File: src/hdl/cst_pkg.sv
package cst_pkg;

   // Default identifier size: the buffer keeps one character less than this.
   localparam int IDENT_SIZE_DEF = 12;

   // Widths of the result fields.
   localparam int TOKEN_W = 6;
   localparam int ERROR_W = 2;
   localparam int CHARS_LOW_W = 64;
   localparam int CHARS_HIGH_W = 24;
   localparam int CHARS_W = CHARS_LOW_W + CHARS_HIGH_W;
   localparam int LENGTH_W = 4;
   localparam int NUMBER_W = 31;
   localparam int MAX_CHARS = CHARS_W / 8;
   localparam logic [NUMBER_W-1:0] NUMBER_MAX = '1;

   // Token codes.
   localparam logic [TOKEN_W-1:0] TOK_NOT      = 6'd0;
   localparam logic [TOKEN_W-1:0] TOK_NOTEQ    = 6'd1;
   localparam logic [TOKEN_W-1:0] TOK_IDENT    = 6'd2;
   localparam logic [TOKEN_W-1:0] TOK_NUMBER   = 6'd3;
   localparam logic [TOKEN_W-1:0] TOK_AND      = 6'd4;
   localparam logic [TOKEN_W-1:0] TOK_LPAREN   = 6'd5;
   localparam logic [TOKEN_W-1:0] TOK_RPAREN   = 6'd6;
   localparam logic [TOKEN_W-1:0] TOK_MUL      = 6'd7;
   localparam logic [TOKEN_W-1:0] TOK_PLUS     = 6'd8;
   localparam logic [TOKEN_W-1:0] TOK_COMMA    = 6'd9;
   localparam logic [TOKEN_W-1:0] TOK_MINUS    = 6'd10;
   localparam logic [TOKEN_W-1:0] TOK_DIV      = 6'd11;
   localparam logic [TOKEN_W-1:0] TOK_SEMI     = 6'd12;
   localparam logic [TOKEN_W-1:0] TOK_LESS     = 6'd13;
   localparam logic [TOKEN_W-1:0] TOK_LESSE    = 6'd14;
   localparam logic [TOKEN_W-1:0] TOK_ASSIGN   = 6'd15;
   localparam logic [TOKEN_W-1:0] TOK_EQUAL    = 6'd16;
   localparam logic [TOKEN_W-1:0] TOK_GREAT    = 6'd17;
   localparam logic [TOKEN_W-1:0] TOK_GREATE   = 6'd18;
   localparam logic [TOKEN_W-1:0] TOK_LBRACKET = 6'd19;
   localparam logic [TOKEN_W-1:0] TOK_RBRACKET = 6'd20;
   localparam logic [TOKEN_W-1:0] TOK_EOF      = 6'd21;
   localparam logic [TOKEN_W-1:0] TOK_CONST    = 6'd22;
   localparam logic [TOKEN_W-1:0] TOK_ELSE     = 6'd23;
   localparam logic [TOKEN_W-1:0] TOK_IF       = 6'd24;
   localparam logic [TOKEN_W-1:0] TOK_INT      = 6'd25;
   localparam logic [TOKEN_W-1:0] TOK_RETURN   = 6'd26;
   localparam logic [TOKEN_W-1:0] TOK_VOID     = 6'd27;
   localparam logic [TOKEN_W-1:0] TOK_WHILE    = 6'd28;
   localparam logic [TOKEN_W-1:0] TOK_LBRACE   = 6'd29;
   localparam logic [TOKEN_W-1:0] TOK_OR       = 6'd30;
   localparam logic [TOKEN_W-1:0] TOK_RBRACE   = 6'd31;
   localparam logic [TOKEN_W-1:0] TOK_ERRONLY  = 6'd32;

   // Error codes.
   localparam logic [ERROR_W-1:0] ERR_NONE      = 2'd0;
   localparam logic [ERROR_W-1:0] ERR_TOO_LONG  = 2'd1;
   localparam logic [ERROR_W-1:0] ERR_LONE_AMP  = 2'd2;
   localparam logic [ERROR_W-1:0] ERR_LONE_BAR  = 2'd3;

   // Keyword table, characters packed first character in the low byte.
   localparam int KW_COUNT = 7;
   localparam logic [CHARS_LOW_W-1:0] KW_TEXT [KW_COUNT] = '{
      64'h0000_0074_736e_6f63,   // const
      64'h0000_0000_6573_6c65,   // else
      64'h0000_0000_0000_6669,   // if
      64'h0000_0000_0074_6e69,   // int
      64'h0000_6e72_7574_6572,   // return
      64'h0000_0000_6469_6f76,   // void
      64'h0000_0065_6c69_6877    // while
   };
   localparam logic [LENGTH_W-1:0] KW_LEN [KW_COUNT] = '{
      4'd5, 4'd4, 4'd2, 4'd3, 4'd6, 4'd4, 4'd5
   };
   localparam logic [TOKEN_W-1:0] KW_CODE [KW_COUNT] = '{
      TOK_CONST, TOK_ELSE, TOK_IF, TOK_INT, TOK_RETURN, TOK_VOID, TOK_WHILE
   };

   // One result item.
   typedef struct packed {
      logic [TOKEN_W-1:0]      token_code;
      logic [ERROR_W-1:0]      error_code;
      logic [CHARS_LOW_W-1:0]  ident_chars_low;
      logic [CHARS_HIGH_W-1:0] ident_chars_high;
      logic [LENGTH_W-1:0]     ident_length;
      logic [NUMBER_W-1:0]     number_value;
      logic                    last_of_run;
   } rsp_item_type;

   // What one scanned input item produces: up to two result items.
   typedef struct packed {
      rsp_item_type first;
      rsp_item_type second;
      logic [1:0]   count;
   } lex_result_type;

   // Status of the result queue.
   typedef struct packed {
      logic [2:0] fill;
      logic       room;
   } queue_status_type;

   // Looks up a zero-padded identifier among the keywords; gives ident if none.
   function automatic logic [TOKEN_W-1:0] kw_lookup(input logic [CHARS_LOW_W-1:0] chars,
                                                    input logic [LENGTH_W-1:0] len);
      logic [TOKEN_W-1:0] code;
      code = TOK_IDENT;
      for (int k = 0; k < KW_COUNT; k++) begin
         if (chars == KW_TEXT[k] && len == KW_LEN[k]) begin
            code = KW_CODE[k];
         end
      end
      return code;
   endfunction

   // A result item with no identifier and no number.
   function automatic rsp_item_type plain_item(input logic [TOKEN_W-1:0] code,
                                               input logic [ERROR_W-1:0] err);
      rsp_item_type item;
      item = '0;
      item.token_code = code;
      item.error_code = err;
      return item;
   endfunction

endpackage

File: src/hdl/cst_lex_core.sv
module cst_lex_core
   import cst_pkg::*;
#(
   parameter int IDENT_SIZE = IDENT_SIZE_DEF
) (
   input  logic           clock,
   input  logic           reset,
   input  logic           step_valid,
   input  logic [7:0]     step_byte,
   input  logic           step_eoi,
   output lex_result_type result
);

   localparam int BufDepth = IDENT_SIZE - 1;
   localparam logic [LENGTH_W-1:0] IdentLimit = LENGTH_W'(BufDepth);

   // Pending lexeme kinds.
   localparam logic [3:0] M_IDLE   = 4'd0;
   localparam logic [3:0] M_IDENT  = 4'd1;
   localparam logic [3:0] M_NUMBER = 4'd2;
   localparam logic [3:0] M_BANG   = 4'd3;
   localparam logic [3:0] M_AMP    = 4'd4;
   localparam logic [3:0] M_LESS   = 4'd5;
   localparam logic [3:0] M_EQ     = 4'd6;
   localparam logic [3:0] M_GREAT  = 4'd7;
   localparam logic [3:0] M_BAR    = 4'd8;

   logic [3:0]          mode_ff, mode_in;
   logic [LENGTH_W-1:0] count_ff, count_in;
   logic                ovf_ff, ovf_in;
   logic [NUMBER_W-1:0] acc_ff, acc_in;
   logic [7:0]          buf_ff [BufDepth];

   logic                buf_we;
   logic [LENGTH_W-1:0] buf_idx;
   logic [CHARS_W-1:0]  chars;
   logic [TOKEN_W-1:0]  kw_code;
   rsp_item_type        flush_item;
   logic [34:0]         acc_x10;
   logic [NUMBER_W-1:0] acc_next;

   function automatic logic is_alpha(input logic [7:0] c);
      return (c >= "A" && c <= "Z") || (c >= "a" && c <= "z") || c == "_";
   endfunction

   function automatic logic is_digit(input logic [7:0] c);
      return c >= "0" && c <= "9";
   endfunction

   // Identifier characters kept so far, zero beyond the count.
   for (genvar i = 0; i < MAX_CHARS; i++) begin : g_chars
      if (i < BufDepth) begin : g_kept
         assign chars[8*i +: 8] = (LENGTH_W'(i) < count_ff) ? buf_ff[i] : 8'h00;
      end else begin : g_none
         assign chars[8*i +: 8] = 8'h00;
      end
   end

   assign kw_code = kw_lookup(chars[CHARS_LOW_W-1:0], count_ff);

   // Decimal accumulate with saturation.
   assign acc_x10 = ({4'b0, acc_ff} << 3) + ({4'b0, acc_ff} << 1)
                  + {27'b0, step_byte - 8'h30};
   assign acc_next = (acc_x10 > {4'b0, NUMBER_MAX}) ? NUMBER_MAX : acc_x10[NUMBER_W-1:0];

   // Short form of the pending lexeme.
   always_comb begin
      case (mode_ff)
         M_IDENT: begin
            if (!ovf_ff && kw_code != TOK_IDENT) begin
               flush_item = plain_item(kw_code, ERR_NONE);
            end else begin
               flush_item = plain_item(TOK_IDENT, ovf_ff ? ERR_TOO_LONG : ERR_NONE);
               flush_item.ident_chars_low = chars[CHARS_LOW_W-1:0];
               flush_item.ident_chars_high = chars[CHARS_W-1:CHARS_LOW_W];
               flush_item.ident_length = count_ff;
            end
         end
         M_NUMBER: begin
            flush_item = plain_item(TOK_NUMBER, ERR_NONE);
            flush_item.number_value = acc_ff;
         end
         M_BANG:  flush_item = plain_item(TOK_NOT, ERR_NONE);
         M_AMP:   flush_item = plain_item(TOK_ERRONLY, ERR_LONE_AMP);
         M_LESS:  flush_item = plain_item(TOK_LESS, ERR_NONE);
         M_EQ:    flush_item = plain_item(TOK_ASSIGN, ERR_NONE);
         M_GREAT: flush_item = plain_item(TOK_GREAT, ERR_NONE);
         M_BAR:   flush_item = plain_item(TOK_ERRONLY, ERR_LONE_BAR);
         default: flush_item = plain_item(TOK_ERRONLY, ERR_NONE);
      endcase
   end

   // One step of the scanner: continue, close or start a lexeme.
   always_comb begin
      logic                scan_emit;
      logic [TOKEN_W-1:0]  scan_code;
      logic [3:0]          scan_mode;
      logic                pair_hit;
      logic                rescan;
      logic [TOKEN_W-1:0]  two_code;
      rsp_item_type        scan_item;

      scan_emit = 1'b0;
      scan_code = TOK_ERRONLY;
      scan_mode = M_IDLE;
      pair_hit  = 1'b0;
      rescan    = 1'b0;
      two_code  = TOK_ERRONLY;
      mode_in   = mode_ff;
      count_in  = count_ff;
      ovf_in    = ovf_ff;
      acc_in    = acc_ff;
      buf_we    = 1'b0;
      buf_idx   = count_ff;
      result    = '0;

      // Fresh scan of the byte, as if no lexeme were pending.
      if (is_alpha(step_byte)) begin
         scan_mode = M_IDENT;
      end else if (is_digit(step_byte)) begin
         if (step_byte == "0") begin
            scan_emit = 1'b1;
            scan_code = TOK_NUMBER;
         end else begin
            scan_mode = M_NUMBER;
         end
      end else begin
         case (step_byte)
            "!": scan_mode = M_BANG;
            "&": scan_mode = M_AMP;
            "<": scan_mode = M_LESS;
            "=": scan_mode = M_EQ;
            ">": scan_mode = M_GREAT;
            "|": scan_mode = M_BAR;
            "/": begin scan_emit = 1'b1; scan_code = TOK_DIV; end
            "*": begin scan_emit = 1'b1; scan_code = TOK_MUL; end
            "+": begin scan_emit = 1'b1; scan_code = TOK_PLUS; end
            "-": begin scan_emit = 1'b1; scan_code = TOK_MINUS; end
            "(": begin scan_emit = 1'b1; scan_code = TOK_LPAREN; end
            ")": begin scan_emit = 1'b1; scan_code = TOK_RPAREN; end
            ",": begin scan_emit = 1'b1; scan_code = TOK_COMMA; end
            ";": begin scan_emit = 1'b1; scan_code = TOK_SEMI; end
            "[": begin scan_emit = 1'b1; scan_code = TOK_LBRACKET; end
            "]": begin scan_emit = 1'b1; scan_code = TOK_RBRACKET; end
            "{": begin scan_emit = 1'b1; scan_code = TOK_LBRACE; end
            "}": begin scan_emit = 1'b1; scan_code = TOK_RBRACE; end
            default: scan_emit = 1'b0;
         endcase
      end
      scan_item = plain_item(scan_code, ERR_NONE);

      // Second character of the two-character operators.
      case (mode_ff)
         M_BANG:  begin pair_hit = step_byte == "="; two_code = TOK_NOTEQ; end
         M_AMP:   begin pair_hit = step_byte == "&"; two_code = TOK_AND; end
         M_LESS:  begin pair_hit = step_byte == "="; two_code = TOK_LESSE; end
         M_EQ:    begin pair_hit = step_byte == "="; two_code = TOK_EQUAL; end
         M_GREAT: begin pair_hit = step_byte == "="; two_code = TOK_GREATE; end
         M_BAR:   begin pair_hit = step_byte == "|"; two_code = TOK_OR; end
         default: pair_hit = 1'b0;
      endcase

      if (step_eoi) begin
         // End of input: flush the pending lexeme, then eof.
         mode_in = M_IDLE;
         if (mode_ff != M_IDLE) begin
            result.first = flush_item;
            result.second = plain_item(TOK_EOF, ERR_NONE);
            result.count = 2'd2;
         end else begin
            result.first = plain_item(TOK_EOF, ERR_NONE);
            result.count = 2'd1;
         end
      end else if (mode_ff == M_IDENT && (is_alpha(step_byte) || is_digit(step_byte))) begin
         // Identifier grows, or overflows once the buffer is full.
         if (count_ff < IdentLimit) begin
            buf_we = 1'b1;
            count_in = count_ff + 1'b1;
         end else begin
            ovf_in = 1'b1;
         end
      end else if (mode_ff == M_NUMBER && is_digit(step_byte)) begin
         acc_in = acc_next;
      end else if (pair_hit) begin
         result.first = plain_item(two_code, ERR_NONE);
         result.count = 2'd1;
         mode_in = M_IDLE;
      end else begin
         // Close any pending lexeme and scan the byte afresh.
         rescan = 1'b1;
         if (mode_ff != M_IDLE) begin
            result.first = flush_item;
            result.second = scan_item;
            result.count = scan_emit ? 2'd2 : 2'd1;
         end else begin
            result.first = scan_item;
            result.count = scan_emit ? 2'd1 : 2'd0;
         end
      end

      // Side effects of starting a lexeme.
      if (rescan) begin
         mode_in = scan_mode;
         if (scan_mode == M_IDENT) begin
            buf_we = 1'b1;
            buf_idx = '0;
            count_in = LENGTH_W'(1);
            ovf_in = 1'b0;
         end
         if (scan_mode == M_NUMBER) begin
            acc_in = {23'b0, step_byte - 8'h30};
         end
      end

      // Mark the final result of this item.
      if (result.count == 2'd2) begin
         result.second.last_of_run = 1'b1;
      end else if (result.count == 2'd1) begin
         result.first.last_of_run = 1'b1;
      end
   end

   // Lexeme state.
   always_ff @(posedge clock) begin
      if (reset) begin
         mode_ff  <= M_IDLE;
         count_ff <= '0;
         ovf_ff   <= 1'b0;
         acc_ff   <= '0;
      end else if (step_valid) begin
         mode_ff  <= mode_in;
         count_ff <= count_in;
         ovf_ff   <= ovf_in;
         acc_ff   <= acc_in;
      end
   end

   // Identifier buffer, written at the current character count.
   always_ff @(posedge clock) begin
      for (int i = 0; i < BufDepth; i++) begin
         if (step_valid && buf_we && buf_idx == LENGTH_W'(i)) begin
            buf_ff[i] <= step_byte;
         end
      end
   end

endmodule

File: src/hdl/cst_rsp_queue.sv
module cst_rsp_queue
   import cst_pkg::*;
(
   input  logic             clock,
   input  logic             reset,
   input  logic             push_valid,
   input  lex_result_type   push,
   input  logic             pop_ready,
   output logic             pop_valid,
   output rsp_item_type     pop_item,
   output queue_status_type status
);

   localparam int Depth = 4;

   rsp_item_type entry_ff [Depth];
   logic [1:0]   wr_ptr_ff, wr_ptr_in;
   logic [1:0]   rd_ptr_ff, rd_ptr_in;
   logic [2:0]   fill_ff, fill_in;
   logic [1:0]   push_count;
   logic         pop_fire;

   assign push_count = push_valid ? push.count : 2'd0;
   assign pop_valid  = fill_ff != 3'd0;
   assign pop_fire   = pop_valid && pop_ready;
   assign pop_item   = entry_ff[rd_ptr_ff];

   // Room for the two results that one item may cause.
   assign status.fill = fill_ff;
   assign status.room = fill_ff <= 3'(Depth - 2);

   assign wr_ptr_in = wr_ptr_ff + push_count;
   assign rd_ptr_in = rd_ptr_ff + {1'b0, pop_fire};
   assign fill_in   = fill_ff + {1'b0, push_count} - {2'b0, pop_fire};

   // Pointers and fill level.
   always_ff @(posedge clock) begin
      if (reset) begin
         wr_ptr_ff <= '0;
         rd_ptr_ff <= '0;
         fill_ff   <= '0;
      end else begin
         wr_ptr_ff <= wr_ptr_in;
         rd_ptr_ff <= rd_ptr_in;
         fill_ff   <= fill_in;
      end
   end

   // Entry storage: the first result at the write pointer, the second after it.
   always_ff @(posedge clock) begin
      if (push_count != 2'd0) begin
         entry_ff[wr_ptr_ff] <= push.first;
      end
      if (push_count == 2'd2) begin
         entry_ff[wr_ptr_ff + 2'd1] <= push.second;
      end
   end

endmodule

File: src/hdl/c_subset_token_scanner.sv
// Token scanner for a small C subset.
// The request channel carries one source byte per item in req_tdata; an item
// with req_tlast high marks end of input, flushes any pending lexeme and gives
// an eof token (its data byte is ignored). The response channel carries one
// token per item: token and error codes in rsp_tuser, identifier text, length
// and number value in rsp_tdata, and rsp_tlast on the final token that one
// request item causes. A request item gives zero, one or two tokens.
// Throughput is one request item per cycle while each item gives at most one
// token and the receiver keeps up; the input register and a four-entry
// response queue part the two sides.
// The first token of an item passes through the input register and then a queue
// entry before it shows on the response channel, where it can be taken.
// When the receiver stalls, the queue fills; once fewer than two free entries
// remain, the input register keeps its item and req_tready stays low until
// room frees up, so no item is lost.
// Synchronous reset returns the scanner to its idle state with no pending
// lexeme and empties the queue; identifier storage is not cleared.
module c_subset_token_scanner
   import cst_pkg::*;
#(
   parameter int IDENT_SIZE = IDENT_SIZE_DEF
) (
   input  logic         clock,
   input  logic         reset,
   input  logic         req_tvalid,
   output logic         req_tready,
   input  logic [7:0]   req_tdata,   // char_byte
   input  logic         req_tlast,   // end_of_input
   output logic         rsp_tvalid,
   input  logic         rsp_tready,
   // ident_chars_low, ident_chars_high, ident_length, number_value, zero fill
   output logic [127:0] rsp_tdata,
   output logic [7:0]   rsp_tuser,   // token_code, error_code
   output logic         rsp_tlast    // last_of_run
);

   logic             in_valid_ff;
   logic [7:0]       byte_ff;
   logic             eoi_ff;
   logic             step_fire;
   lex_result_type   lex_result;
   rsp_item_type     rsp_item;
   queue_status_type q_status;

   // Input register: refilled when empty or when its item is scanned.
   assign step_fire  = in_valid_ff && q_status.room;
   assign req_tready = !in_valid_ff || step_fire;

   always_ff @(posedge clock) begin
      if (reset) begin
         in_valid_ff <= 1'b0;
      end else if (req_tready) begin
         in_valid_ff <= req_tvalid;
      end
   end

   always_ff @(posedge clock) begin
      if (req_tvalid && req_tready) begin
         byte_ff <= req_tdata;
         eoi_ff  <= req_tlast;
      end
   end

   cst_lex_core #(
      .IDENT_SIZE(IDENT_SIZE)
   ) u_lex_core (
      .clock      (clock),
      .reset      (reset),
      .step_valid (step_fire),
      .step_byte  (byte_ff),
      .step_eoi   (eoi_ff),
      .result     (lex_result)
   );

   cst_rsp_queue u_rsp_queue (
      .clock      (clock),
      .reset      (reset),
      .push_valid (step_fire),
      .push       (lex_result),
      .pop_ready  (rsp_tready),
      .pop_valid  (rsp_tvalid),
      .pop_item   (rsp_item),
      .status     (q_status)
   );

   // Response packing.
   assign rsp_tdata = {5'b0, rsp_item.number_value, rsp_item.ident_length,
                       rsp_item.ident_chars_high, rsp_item.ident_chars_low};
   assign rsp_tuser = {rsp_item.error_code, rsp_item.token_code};
   assign rsp_tlast = rsp_item.last_of_run;

`ifndef SYNTHESIS
   // The queue never holds more than its four entries.
   assert property (@(posedge clock) disable iff (reset) q_status.fill <= 3'd4)
      else $error("response queue overfilled");

   // End of input always gives eof as the final token of the item.
   assert property (@(posedge clock) disable iff (reset)
      step_fire && eoi_ff |->
         (lex_result.count == 2'd1 && lex_result.first.token_code == TOK_EOF) ||
         (lex_result.count == 2'd2 && lex_result.second.token_code == TOK_EOF))
      else $error("end of input without eof token");

   // A scanned item is only taken when two free entries are left.
   assert property (@(posedge clock) disable iff (reset)
      step_fire |=> q_status.fill <= 3'd4 && $past(q_status.fill) <= 3'd2)
      else $error("item scanned without queue room");
`endif

endmodule
File: config.mk
export PLATFORM = sky130hd
export DESIGN_NAME = c_subset_token_scanner
export DESIGN_NICKNAME = d
export VERILOG_FILES = /design/src/hdl/cst_pkg.sv /design/src/hdl/cst_lex_core.sv /design/src/hdl/cst_rsp_queue.sv /design/src/hdl/c_subset_token_scanner.sv
export SDC_FILE = /design/constraint.sdc
export NUM_CORES = 1
export LEC_CHECK = 0
export ABC_AREA = 1
export BUFFER_PORTS_ARGS = -buffer_cell sky130_fd_sc_hd__buf_2
export CAP_MARGIN = 40
export CORE_MARGIN = 2
export CORE_UTILIZATION = 45
export CTS_BUF_LIST = sky130_fd_sc_hd__clkbuf_8 sky130_fd_sc_hd__clkbuf_16
export DETAILED_ROUTE_END_ITERATION = 16
export PLACE_DENSITY_LB_ADDON = 0.12
export SLEW_MARGIN = 40
export SYNTH_ARGS = -nofsm -noshare
export SYNTH_HDL_FRONTEND = slang
export SYNTH_SLANG_ARGS = --single-unit
File: constraint.sdc
create_clock -name clock -period 3.8 [get_ports clock]
set_input_delay 0.38 -clock clock [delete_from_list [all_inputs] [get_ports clock]]
set_output_delay 0.38 -clock clock [all_outputs]
set_load 0.1 [all_outputs]
# After elaboration in Yosys (flattened, before gate mapping)
# Memory sizes are Yosys's and may differ from the RTL's. A register that Yosys moved wholly into a read port is not among the register bits.
# Cells that the tools add are included.
# totals
latchBits	0
inputBits	13
rom_bits	0
output_inout_bits	139
elab_cells	293
mem_count	2
ff_bits	57
ram_bits	616
# memory_table
name	words	width	read_ports	rd_clocked_by_memory_dff	write_ports	line_no	source
u_rsp_queue.entry_ff	4	132	1	1	2	cst_rsp_queue.sv:16	rsp_item_type entry_ff [Depth];
u_lex_core.buf_ff	11	8	11	0	1	cst_lex_core.sv:32	logic [7:0] buf_ff [BufDepth];
# op_classes
muxes	142
n_div	0
n_addsub	9
n_lt_le_gt_ge	20
multipliers	0
eq_ne	58
reduce_logical	52
shift	0
n_bitwise	0
# ops
operator	n
$pmux W132 S8	1
$mux W266	3
$mux W132	6
$mux W31	6
$mux W8	21
$mux W131	1
$eq A64 B31 Y1 const B	2
$eq A64 B39 Y1 const B	2
$eq A8 B6 Y1 const B	14
$mux W4	24
$reduce_or A8 Y1	10
$pmux W6 S12	1
$eq A64 B15 Y1 const B	1
$eq A64 B23 Y1 const B	1
$eq A64 B47 Y1 const B	1
$mux W1	59
$mux W6	9
$eq A8 B7 Y1 const B	6
$eq A4 B3 Y1 const B	11
$pmux W6 S6	1
$add A34 B32 Y35	1
$add A35 B8 Y35	1
$gt A35 B31 Y1 const B	1
$eq A4 B2 Y1 const B	7
other kinds (37)	91

# Logic depth before layout (Yosys ltp)
# Gate-level depths: netlist of run 1.
# logic_depth
ltp_word	25
mapped_depth	24
depth_no_buf	23

# Hierarchy
# A second synthesis of run 1 with hierarchy kept.
# hier_totals
hier_cells	4387
area_unflattened_um2	39848.2
# by_module_without_submodules
module	instances	seq_area_each_um2	cells_each	area_per_inst_um2
cst_rsp_queue	1	15995.3	2650	27696.6
cst_lex_core	1	3443.3	1714	11785.1
c_subset_token_scanner	1	290.3	23	366.6

# Least setup slack after synthesis of run 1
# No wires, ideal clock.
# synth_path
path_kind	register -> register
startpoint	register byte_ff[4]
endpoint	register u_lex_core.acc_ff[30]
arrival_time_ps	3658
synth_period_minus_slack_ps	3791
stages_incl_launch_ff	22
setup_ps	132
setup_slack_ps	9
cell_sequence	edfxtp_1 inv_1 ha_1 inv_1 fa_1 inv_1 ha_1 a21oi_1 o21ai_1 a21boi_0 o21ai_2 nand3_1 nand2_1 nand2_1 nand2_1 nor2_4 nand2_1 nor2_1 buf_2 nand2_1 nand2_1 a21oi_1
# synth_via
elab_chain_cells	10
# synth_rtl
item	line_no	source
start, declared	c_subset_token_scanner.sv:38	logic [7:0] byte_ff;
start signal, assigned	c_subset_token_scanner.sv:59	byte_ff <= req_tdata;
branches (longest 9 deep; another with $add A35 B8 Y35)	--	
$mux W31 *	cst_lex_core.sv:202	if (rescan) begin
end signal, assigned	cst_lex_core.sv:234	acc_ff <= acc_in;
end, declared	cst_lex_core.sv:31	logic [NUMBER_W-1:0] acc_ff, acc_in;
# Every way passes the cells marked *.
# A chain may end at the register's enable or synchronous reset.

# Worst setup path after layout of run 1
# layout_path
startpoint	register byte_ff[4]
endpoint	register u_lex_core.acc_ff[9]
# Same word-level chain as after synthesis.

==> results of run 1 <==
==> cells by family after synthesis <==
family	synth area share (%)
xor gates and xnor gates	0.944
buffers and inverters	7.19
other	0.0116
and+or+nand+nor	29.0
AOI/OAI and AO/OA	14.3
adders and majority gates	3.21
DFF	45.4
==> path summary, 6_finish.rpt <==
kind / end / slack (ns)
worst max register to register: u_lex_core.acc_ff[9] / 0.27
worst min register to register: u_rsp_queue.entry_ff[2][113] / 0.46
worst min-delay path: u_rsp_queue.wr_ptr_ff[0] / 0.15
worst max-delay path: u_lex_core.acc_ff[9] / 0.27
==> power by group through the flow <==
stage          combinational, mW  clock [mW]  sequential (mW)
3_3_place_gp                10.0           0             8.04
2_1_floorplan               7.99           0             7.98
5_1_grt                     10.6        8.26             7.93
3_5_place_dp                10.0           0             8.05
4_1_cts                     10.0        7.95             7.90
6_report                    10.1        7.86             7.90
==> per-stage QoR <==
stage | setup WS (ns) | std cells
global placement | 0.258 | 5287
detailed placement | 0.181 | 5287
finish | 0.268 | 5450
global route | -0.0173 | 5450
CTS | 0.161 | 5440
floorplan | 0.00936 | 4362
==> metal layers <==
layer	up-vias	share of wire, %	track usage, %
met5	-	0	0
met4	0	1.5	6.30
met3	102	6.4	2.83
met2	1064	45	42.1
met1	14400	48	40.6
li1	14800	-	-
==> cells in the final DEF, fill, tap and decap left out, types with 15 or more instances in the layout <==
cell         n
nand2_1    962
nand2_2     15
ha_1        69
dfxtp_1    546
inv_1      198
buf_12      32
o21ai_0    464
xor2_1      22
nor2_1     551
clkinv_2    17
nand3_1    509
a21oi_1    140
buf_2      146
nand4_1     33
o22ai_1    129
nor3_1      50
o21ai_1    101
buf_4       91
clkbuf_16   82
edfxtp_1   125
==> flip-flops by register name, indices dropped and copies added, names as in the netlist <==
register	flops
u_lex_core.acc_ff	31
in_valid_ff	1
u_rsp_queue.wr_ptr_ff	2
u_lex_core.ovf_ff	1
u_lex_core.buf_ff	88
u_rsp_queue.entry_ff	528
u_lex_core.mode_ff	4
u_lex_core.count_ff	4
u_rsp_queue.fill_ff	3
eoi_ff	1
u_rsp_queue.rd_ptr_ff	2
byte_ff	8
==> layout make-up <==
type                    count  share of cell area, %
multi-input cells        3182                   41.7
clock inverters            59                   1.76
clock buffers              84                   5.44
well taps                 950                   3.18
repair buffers            291                   6.37
inverters                 211                   2.19
flip-flops and latches    673                   39.4
==> critical path, cell delays in order, from the launching register on <==
cell	delay [ns]
edfxtp_1	0.44
buf_4	0.17
ha_2	0.22
xor2_1	0.17
fa_1	0.38
inv_1	0.07
ha_1	0.26
a21oi_1	0.18
o21ai_0	0.12
a21oi_2	0.15
o21bai_1	0.12
nand2_1	0.08
nand2_1	0.11
nand2_1	0.09
nand2_1	0.06
nor2_2	0.13
nand2_1	0.10
nor2_4	0.19
clkbuf_16	0.19
nand2_1	0.05
nand2_1	0.06
a21oi_1	0.05
==> what timing repair did <==
action,in CTS,in global routing
endpoints found under the setup margin,0,218
hold buffers,10,0
resized for setup,0,26
endpoints found under the hold margin,10,0
buffers inserted,0,5
==> results.txt, run 1 <==
* Flip-flop and latch count after synthesis: 673
- Measured in cells, the most critical reg-to-reg path has a length of 21.
* P_int: 14.1 mW
- For this run, the number of Yosys warnings is 0.
- Start point of the critical path: byte_ff[4]
- Combinational logic is responsible for 39.1% of the overall power.
- The floorplan step set the die width to 273 um.
* Utilization after layout: 52.3%
- Number of global-route vias before repair: 27400
* Largest area contributor in the netlist: dfxtp_1
* Part of the Yosys area used for sequential elements: 45.4%
* Clk sink count: 673
* Initial cell density of the core: 45.4%
- Max Freq: 283 MHz
- The worst hold path begins at reset.
- Synthesis-to-finish area growth: 15.1%
* Hold_ws: 0.154 ns
- In this run the tool buffered the top-level ports with 146 buffer cells.
- Post-CTS clock slew at the launch and capture registers of the worst setup and hold paths: 0.06 ns
* Maximum net fanout on the critical path: 11
* Number of slew-limit violations in the final report: 0
- By area the synthesized netlist is led by dfxtp_1 34%, edfxtp_1 12%, nand2_1 11%.
- Count of flip-flops with a built-in enable after synthesis: 125
- For this run, design rule violations remaining after detail routing come to 0.
- The worst pin sits at a relative slew slack of 47.8%.
- Reg2Reg Launch Point: byte_ff[4]
- The tightest min-delay check is of the input port to flip-flop type.
- Area of the core: 71500 um2
* Largest net degree at the start of global routing: 118
* Portion of synthesized cell area occupied by the leading cell type: 33.8%
* Die area: 74300 um2
- Power spent charging and discharging nets: 11.8 mW
- The run finished with clean final reports.
- Per-cell routed wire length: 19.3 um
- Router iterations before antenna repair: 6
- Post-detailed-route count of antenna-violating nets: 0
- Synthesis produced 4358 cells.
- In this run, the clock network consumes 30.4% of the power.
* Switching share of power: 45.4%
- Maximum vdd drop: 0.739 mV
* Part of the power in registers: 30.5%
- WL final: 105 mm
- Registers take 14700 um2.
- The worst path uses 92.9% of the clock period.
- The netlist uses 56 different library cells.
- In this run the cell area measured after placement is 34300 um2.
- Element type at the critical path start: flip-flop
- By instance count, the leading cell after synthesis is nand2_1.
- Total global-route track usage: 27.2%
- Leakage power: 16.1 nW
* Most used flip-flop cell after synthesis: dfxtp_1
- Clock tree synthesis inserted a total of 77 buffers.
- Vertical die dimension: 273 um
* Count of cells along the worst hold path: 2
- Fraction of registers with async set/reset: 0%
- Summing all non-filler instances in the final layout gives an area of 37400 um2.
- TritonCTS built the clock tree.
- CP endpoint kind: flip-flop
- At the end of routability-driven placement, the weighted congestion stood at 0.930.
- Area of the multi-input gates: 15600 um2
- STA puts the critical path data arrival time at 4.02 ns.
* Final Hold Viols: 0
* Total power per unit cell area: 692 nW/um2
- Post-DP HPWL: 66.1 mm
- In this run the mean area of a mapped cell was 7.45 um2.
- Top-Level Pins: 152
- Cell row count: 98
- For this run, the post-layout net count is 4528.
- Number of filler instances in the final layout: 6955
* Largest buffer count on any clock path: 3
- Critical path required time: 4.29 ns
- Insertion delay of the later-clocked pin in the worst-skew pair: 0.64 ns
- Critical path start-end classification: flip-flop to flip-flop
- Overall power consumption after layout is estimated at 25.9 mW.
- Total negative setup slack: 0 ns
- Detailed routing inserted a total of 30400 vias.
- The tool flagged a number of max-cap violations equal to 0.
* Final critical-path required period: 3.53 ns
- Iteration-0 DRC Markers: 2722
- Remaining global-route overflow: 0
- Number of antenna violations at the first check in global routing: 3
* Ant. Diodes: 0
- At the pin with the least slew margin, the transition time is 0.783 ns.
* Clock root buffer: clkbuf_16
- The H-tree was split into 3 levels.
* Total of endpoints with negative setup slack in the final report: 0
* Proportion of layout cells with a drive suffix above 1: 11.5%
- Largest clock skew in the final design: 0.0266 ns
- After synthesis the cells add up to 32500 um2.
* Global-route wire length before repair: 161 mm
- Per-cell via count in the routed design: 5.58
- After synthesis, the most frequently instantiated cells are 965 x nand2_1, 553 x nor2_1, 548 x dfxtp_1.
Note: power is estimated with default switching activity, not from simulation.
==> inputs of run 2 (changes only) <==
Settings changed: SYNTH_HIERARCHICAL set to 1.
==> results.txt, run 2 <==
- The worst reg-to-reg path cell count came to 22 (+4.8%).
- Hold_ws: 0.114 ns (-0.0407 ns)
- In the synthesized netlist the dominant register cell turns out to be edfxtp_1.
* Post-DP HPWL: 74.3 mm (+12%)
- The share of synthesized flip-flops with an asynchronous set or reset came to 0% (unchanged).
- The top-area cell type share of the netlist area was 47.1% (+13 points).
* Max-cap violation count: 0 (unchanged)
- Max Freq: 272 MHz (-3.8%)
- The maximum level of the CTS H-tree came to 3 (unchanged).
* Proportion of layout cells with a drive suffix above 1: 20.7% (+9.3 points)
- The number of different library cells in the post-synthesis netlist was 57 (+1.8%).
- Compared with the post-synthesis result, the final layout area differs by 12.8%.
- Top-Level Pins: 152 (unchanged)
- The total congestion overflow is 0 (unchanged).
* CTS tree: yes
- Element type at the critical path start: flip-flop
- Cell row count: 109 (+11%)
- Number of antenna violations at the first check in global routing: 2 (-1)
- The chip width came to 302 um (+11%).
- The buffer depth of the longest clock path came to 3 (unchanged).
- The mean post-synth cell area is 9.08 um2 (+22%).
* Min-Delay Path Class: input port to flip-flop
* Final estimated routing congestion in global placement: 0.971 (+4.4%)
- The largest registers in the layout are u_rsp_queue/entry_ff x528, u_lex_core/buf_ff x88, u_lex_core/acc_ff x31.
- The number of nets in the finished design was 4679 (+3.3%).
- Vertical die dimension: 302 um (+11%)
* Least setup slack across all paths after layout: 0.130 ns (-0.138 ns)
- Largest stage delay on the critical path: 0.45 ns (about the same)
- The signal on the critical path passes through buf_4 -> ha_1 -> nand3_1 -> inv_1 -> a21oi_2 -> inv_1 -> or2_2 -> inv_1 -> nand3_1 -> nand2_1 -> nor2_2 -> ha_1 -> nor2_1 -> a21oi_1 -> o21a_2 -> buf_4 -> nor2_8 -> nand3_4 -> buf_12 -> nand2_8 -> buf_12 -> buf_12.
- Die area: 90900 um2 (+22%)
* Total negative setup slack: 0 ns (unchanged)
* Dpl ws: 0.0892 ns (-0.0918 ns)
* Portion of the clock cycle consumed by the worst path in the final layout: 96.6% (+3.6 points)
- Flip-flop and latch count after synthesis: 673 (unchanged)
* Leakage power: 17.0 nW (+5.8%)
* Post-synthesis compound-gate area fraction: 17.9% (+3.6 points)
- Max FFs per register: 528 (unchanged)
- The multiplexer area fraction after synthesis was 0% (unchanged).
- Post-detailed-route count of antenna-violating nets: 0 (unchanged)
* Global-route wire length before repair: 170 mm (+5.4%)
* Per-cell via count in the routed design: 5.24 (-6.1%)
- Count of flip-flops with a built-in enable after synthesis: 625 (+400%)
* Maximum vdd drop: 0.578 mV (-22%)
- Basic-gate share of the synthesized area counting and, or, nand and nor cells: 18.7% (-10 points)
- Iteration-0 DRC Markers: 2388 (-12%)
- The total number of vias was 30500 (+0.26%).
* Adder-cell share of the synthesized area: 2.52% (-0.69 points)
- The detail-routed net length per standard cell came to 19.2 um (-0.75%).
* WL final: 111 mm (+6.0%)
* Critical path start-end classification: flip-flop to flip-flop
* Initial cell density of the core: 45.2% (-0.19 points)
* Part of the Yosys area used for sequential elements: 49.5% (+4.2 points)
- The data arrival time of the worst path was 4.00 ns (-0.02 ns).
- The number of sinks driven by the clock tree came to 673 (unchanged).
- Crit path max-delay cell type: edfxtp_1
* Largest family of logic cells by synthesized area: simple AND/OR/NAND/NOR gates
- Total power per unit cell area: 572 nW/um2 (-17%)
- Final critical-path required period: 3.67 ns (+0.138 ns)
* Reg2Reg Launch Point: byte_ff[4]
- Inserted Clock Buffers: 78 (+1.3%)
- The worst max-slew margin expressed relative to the limit came to 41.5% (-6.3 points).
- Number of DRC violations after detailed routing: 0 (unchanged)
* Reg2Reg Setup Slack: 0.13 ns (-0.14 ns)
- The global router's overall resource usage was 24.1% (-3.1 points).
- Crit Reg-Reg Endpoint: u_rsp_queue/entry_ff[0][64]
- Run status: completed
- The required time at the endpoint of the critical path came to 4.13 ns (-0.16 ns).
- Largest clock skew in the final design: 0.0178 ns (-0.00883 ns)
- The cell area after technology mapping came to 39800 um2 (+23%).
- Most used standard cells in the synthesized netlist: 994 x nand2_1, 625 x edfxtp_1, 505 x nor2_1
* Worst setup path end: u_rsp_queue/entry_ff[0][64]
- Counting flops per register, the top entry is u_rsp_queue/entry_ff.
- Most used cells in the layout excluding fill and tap cells: 982 x nand2_1, 625 x edfxtp_1, 504 x nor2_1
- Xor/xnor cell area share of the yosys netlist: 0.637% (-0.31 points)
* Clock root buffer: clkbuf_16
* Final Hold Viols: 0 (unchanged)
- Start point of the critical path: byte_ff[4]
- The number of warnings issued by yosys was 6 (+6).
- The measured slew at the worst slew-check pin came to 0.878 ns (+0.0951 ns).
* Number of slew-limit violations in the final report: 0 (unchanged)
- Post-synthesis instance total: 4387 (+0.67%)
* Most common cell after layout, fill and taps aside: nand2_1
- Largest area contributor in the netlist: edfxtp_1
* Maximum net fanout on the critical path: 15 (+4)
- The number of global-route vias before repair came to 29000 (+5.9%).
- Largest net degree at the start of global routing: 87 (-26%)
- Post-CTS clock slew at the launch and capture registers of the worst setup and hold paths: 0.06 ns (about the same)
* CP endpoint kind: flip-flop
- Area of the core: 88100 um2 (+23%)
- Utilization after layout: 51.0% (-1.3 points)
- The number of detailed-routing iterations run before antenna repair is 7 (+1).
- The total of buffers placed on input and output ports was 146 (unchanged).
- Total of endpoints with negative setup slack in the final report: 0 (unchanged)
- The clock latency reported for the late side of the worst-skew pair was 0.64 ns (about the same).
- After synthesis, the cell types taking the most area are edfxtp_1 47%, nand2_1 9.4%, o21ai_2 8.5%.
* Final Power: 25.7 mW (-0.59%)
* Most frequently used cell type in the post-synthesis netlist: nand2_1
-- run 2: cell families after synthesis --
| group | count (synthesis) |
|---|---|
| simple gates | 1773 |
| buf+inv | 747 |
| other cells | 2 |
| flops | 673 |
| xor+xnor | 29 |
| fa+ha+maj | 76 |
| compound gates | 1087 |
-- run 2: worst min path at each step --
| stage | from | end | slack (ns) | cells past startpoint |
|---|---|---|---|---|
| after global routing | rsp_tready | u_rsp_queue/rd_ptr_ff[1] | 0.12 | 4 |
| after CTS | rsp_tready | u_rsp_queue/rd_ptr_ff[1] | 0.06 | 4 |
| after floorplan | reset | in_valid_ff | 0.44 | 1 |
| after global placement | u_lex_core/acc_ff[0] | u_lex_core/acc_ff[0] | 0.48 | 2 |
| final | rsp_tready | u_rsp_queue/rd_ptr_ff[1] | 0.11 | 4 |
| after detailed placement | u_lex_core/acc_ff[0] | u_lex_core/acc_ff[0] | 0.49 | 2 |
-- run 2: critical path: cells and delay by family (launching register included) --
kind                       cells  cell delay, ns
adders and majority gates      2            0.48
and+or+nand+nor                9            0.97
AOI/OAI and AO/OA              3            0.36
buffers and inverters          8            1.04
DFF                            1            0.45
-- run 2: power breakdown --
group          total (mW)  switching, mW  leakage, nW  internal (mW)
Sequential           8.77          0.186         6.20           8.59
Combinational        9.64           7.95         9.56           1.69
Clock                7.30           3.10         1.27           4.20
-- run 2: repair_timing --
item,4_1_cts,5_1_grt
resized for setup,0,38
setup buffers,0,27
endpoints found under the hold margin,12,0
hold buffers,11,0
endpoints found under the setup margin,0,997
-- run 2: metrics by stage --
stage | area (um2) | cells
global route | 44900 | 5820
global placement | 41900 | 5634
floorplan | 40400 | 4515
finish | 44900 | 5820
CTS | 44400 | 5789
detailed placement | 41900 | 5634
-- run 2: layout make-up --
class	instances	area [um2]
antenna	1	2.50
clock buffer	83	2080
clock inverter	61	384
fill	8278	43200
inverter	376	1420
multi-input combinational	3097	16500
sequential	673	19700
tap	1165	1460
timing repair buffer	364	3320
-- run 2: layer usage --
layer / up-vias / routed length [um] / global-route usage (%)
met3: 138 / 5610 / 3.34
li1: 15000 / - / -
met2: 780 / 54000 / 40.3
met4: 2 / 2260 / 5.87
met1: 14500 / 49700 / 33.0
met5: - / 15 / 0
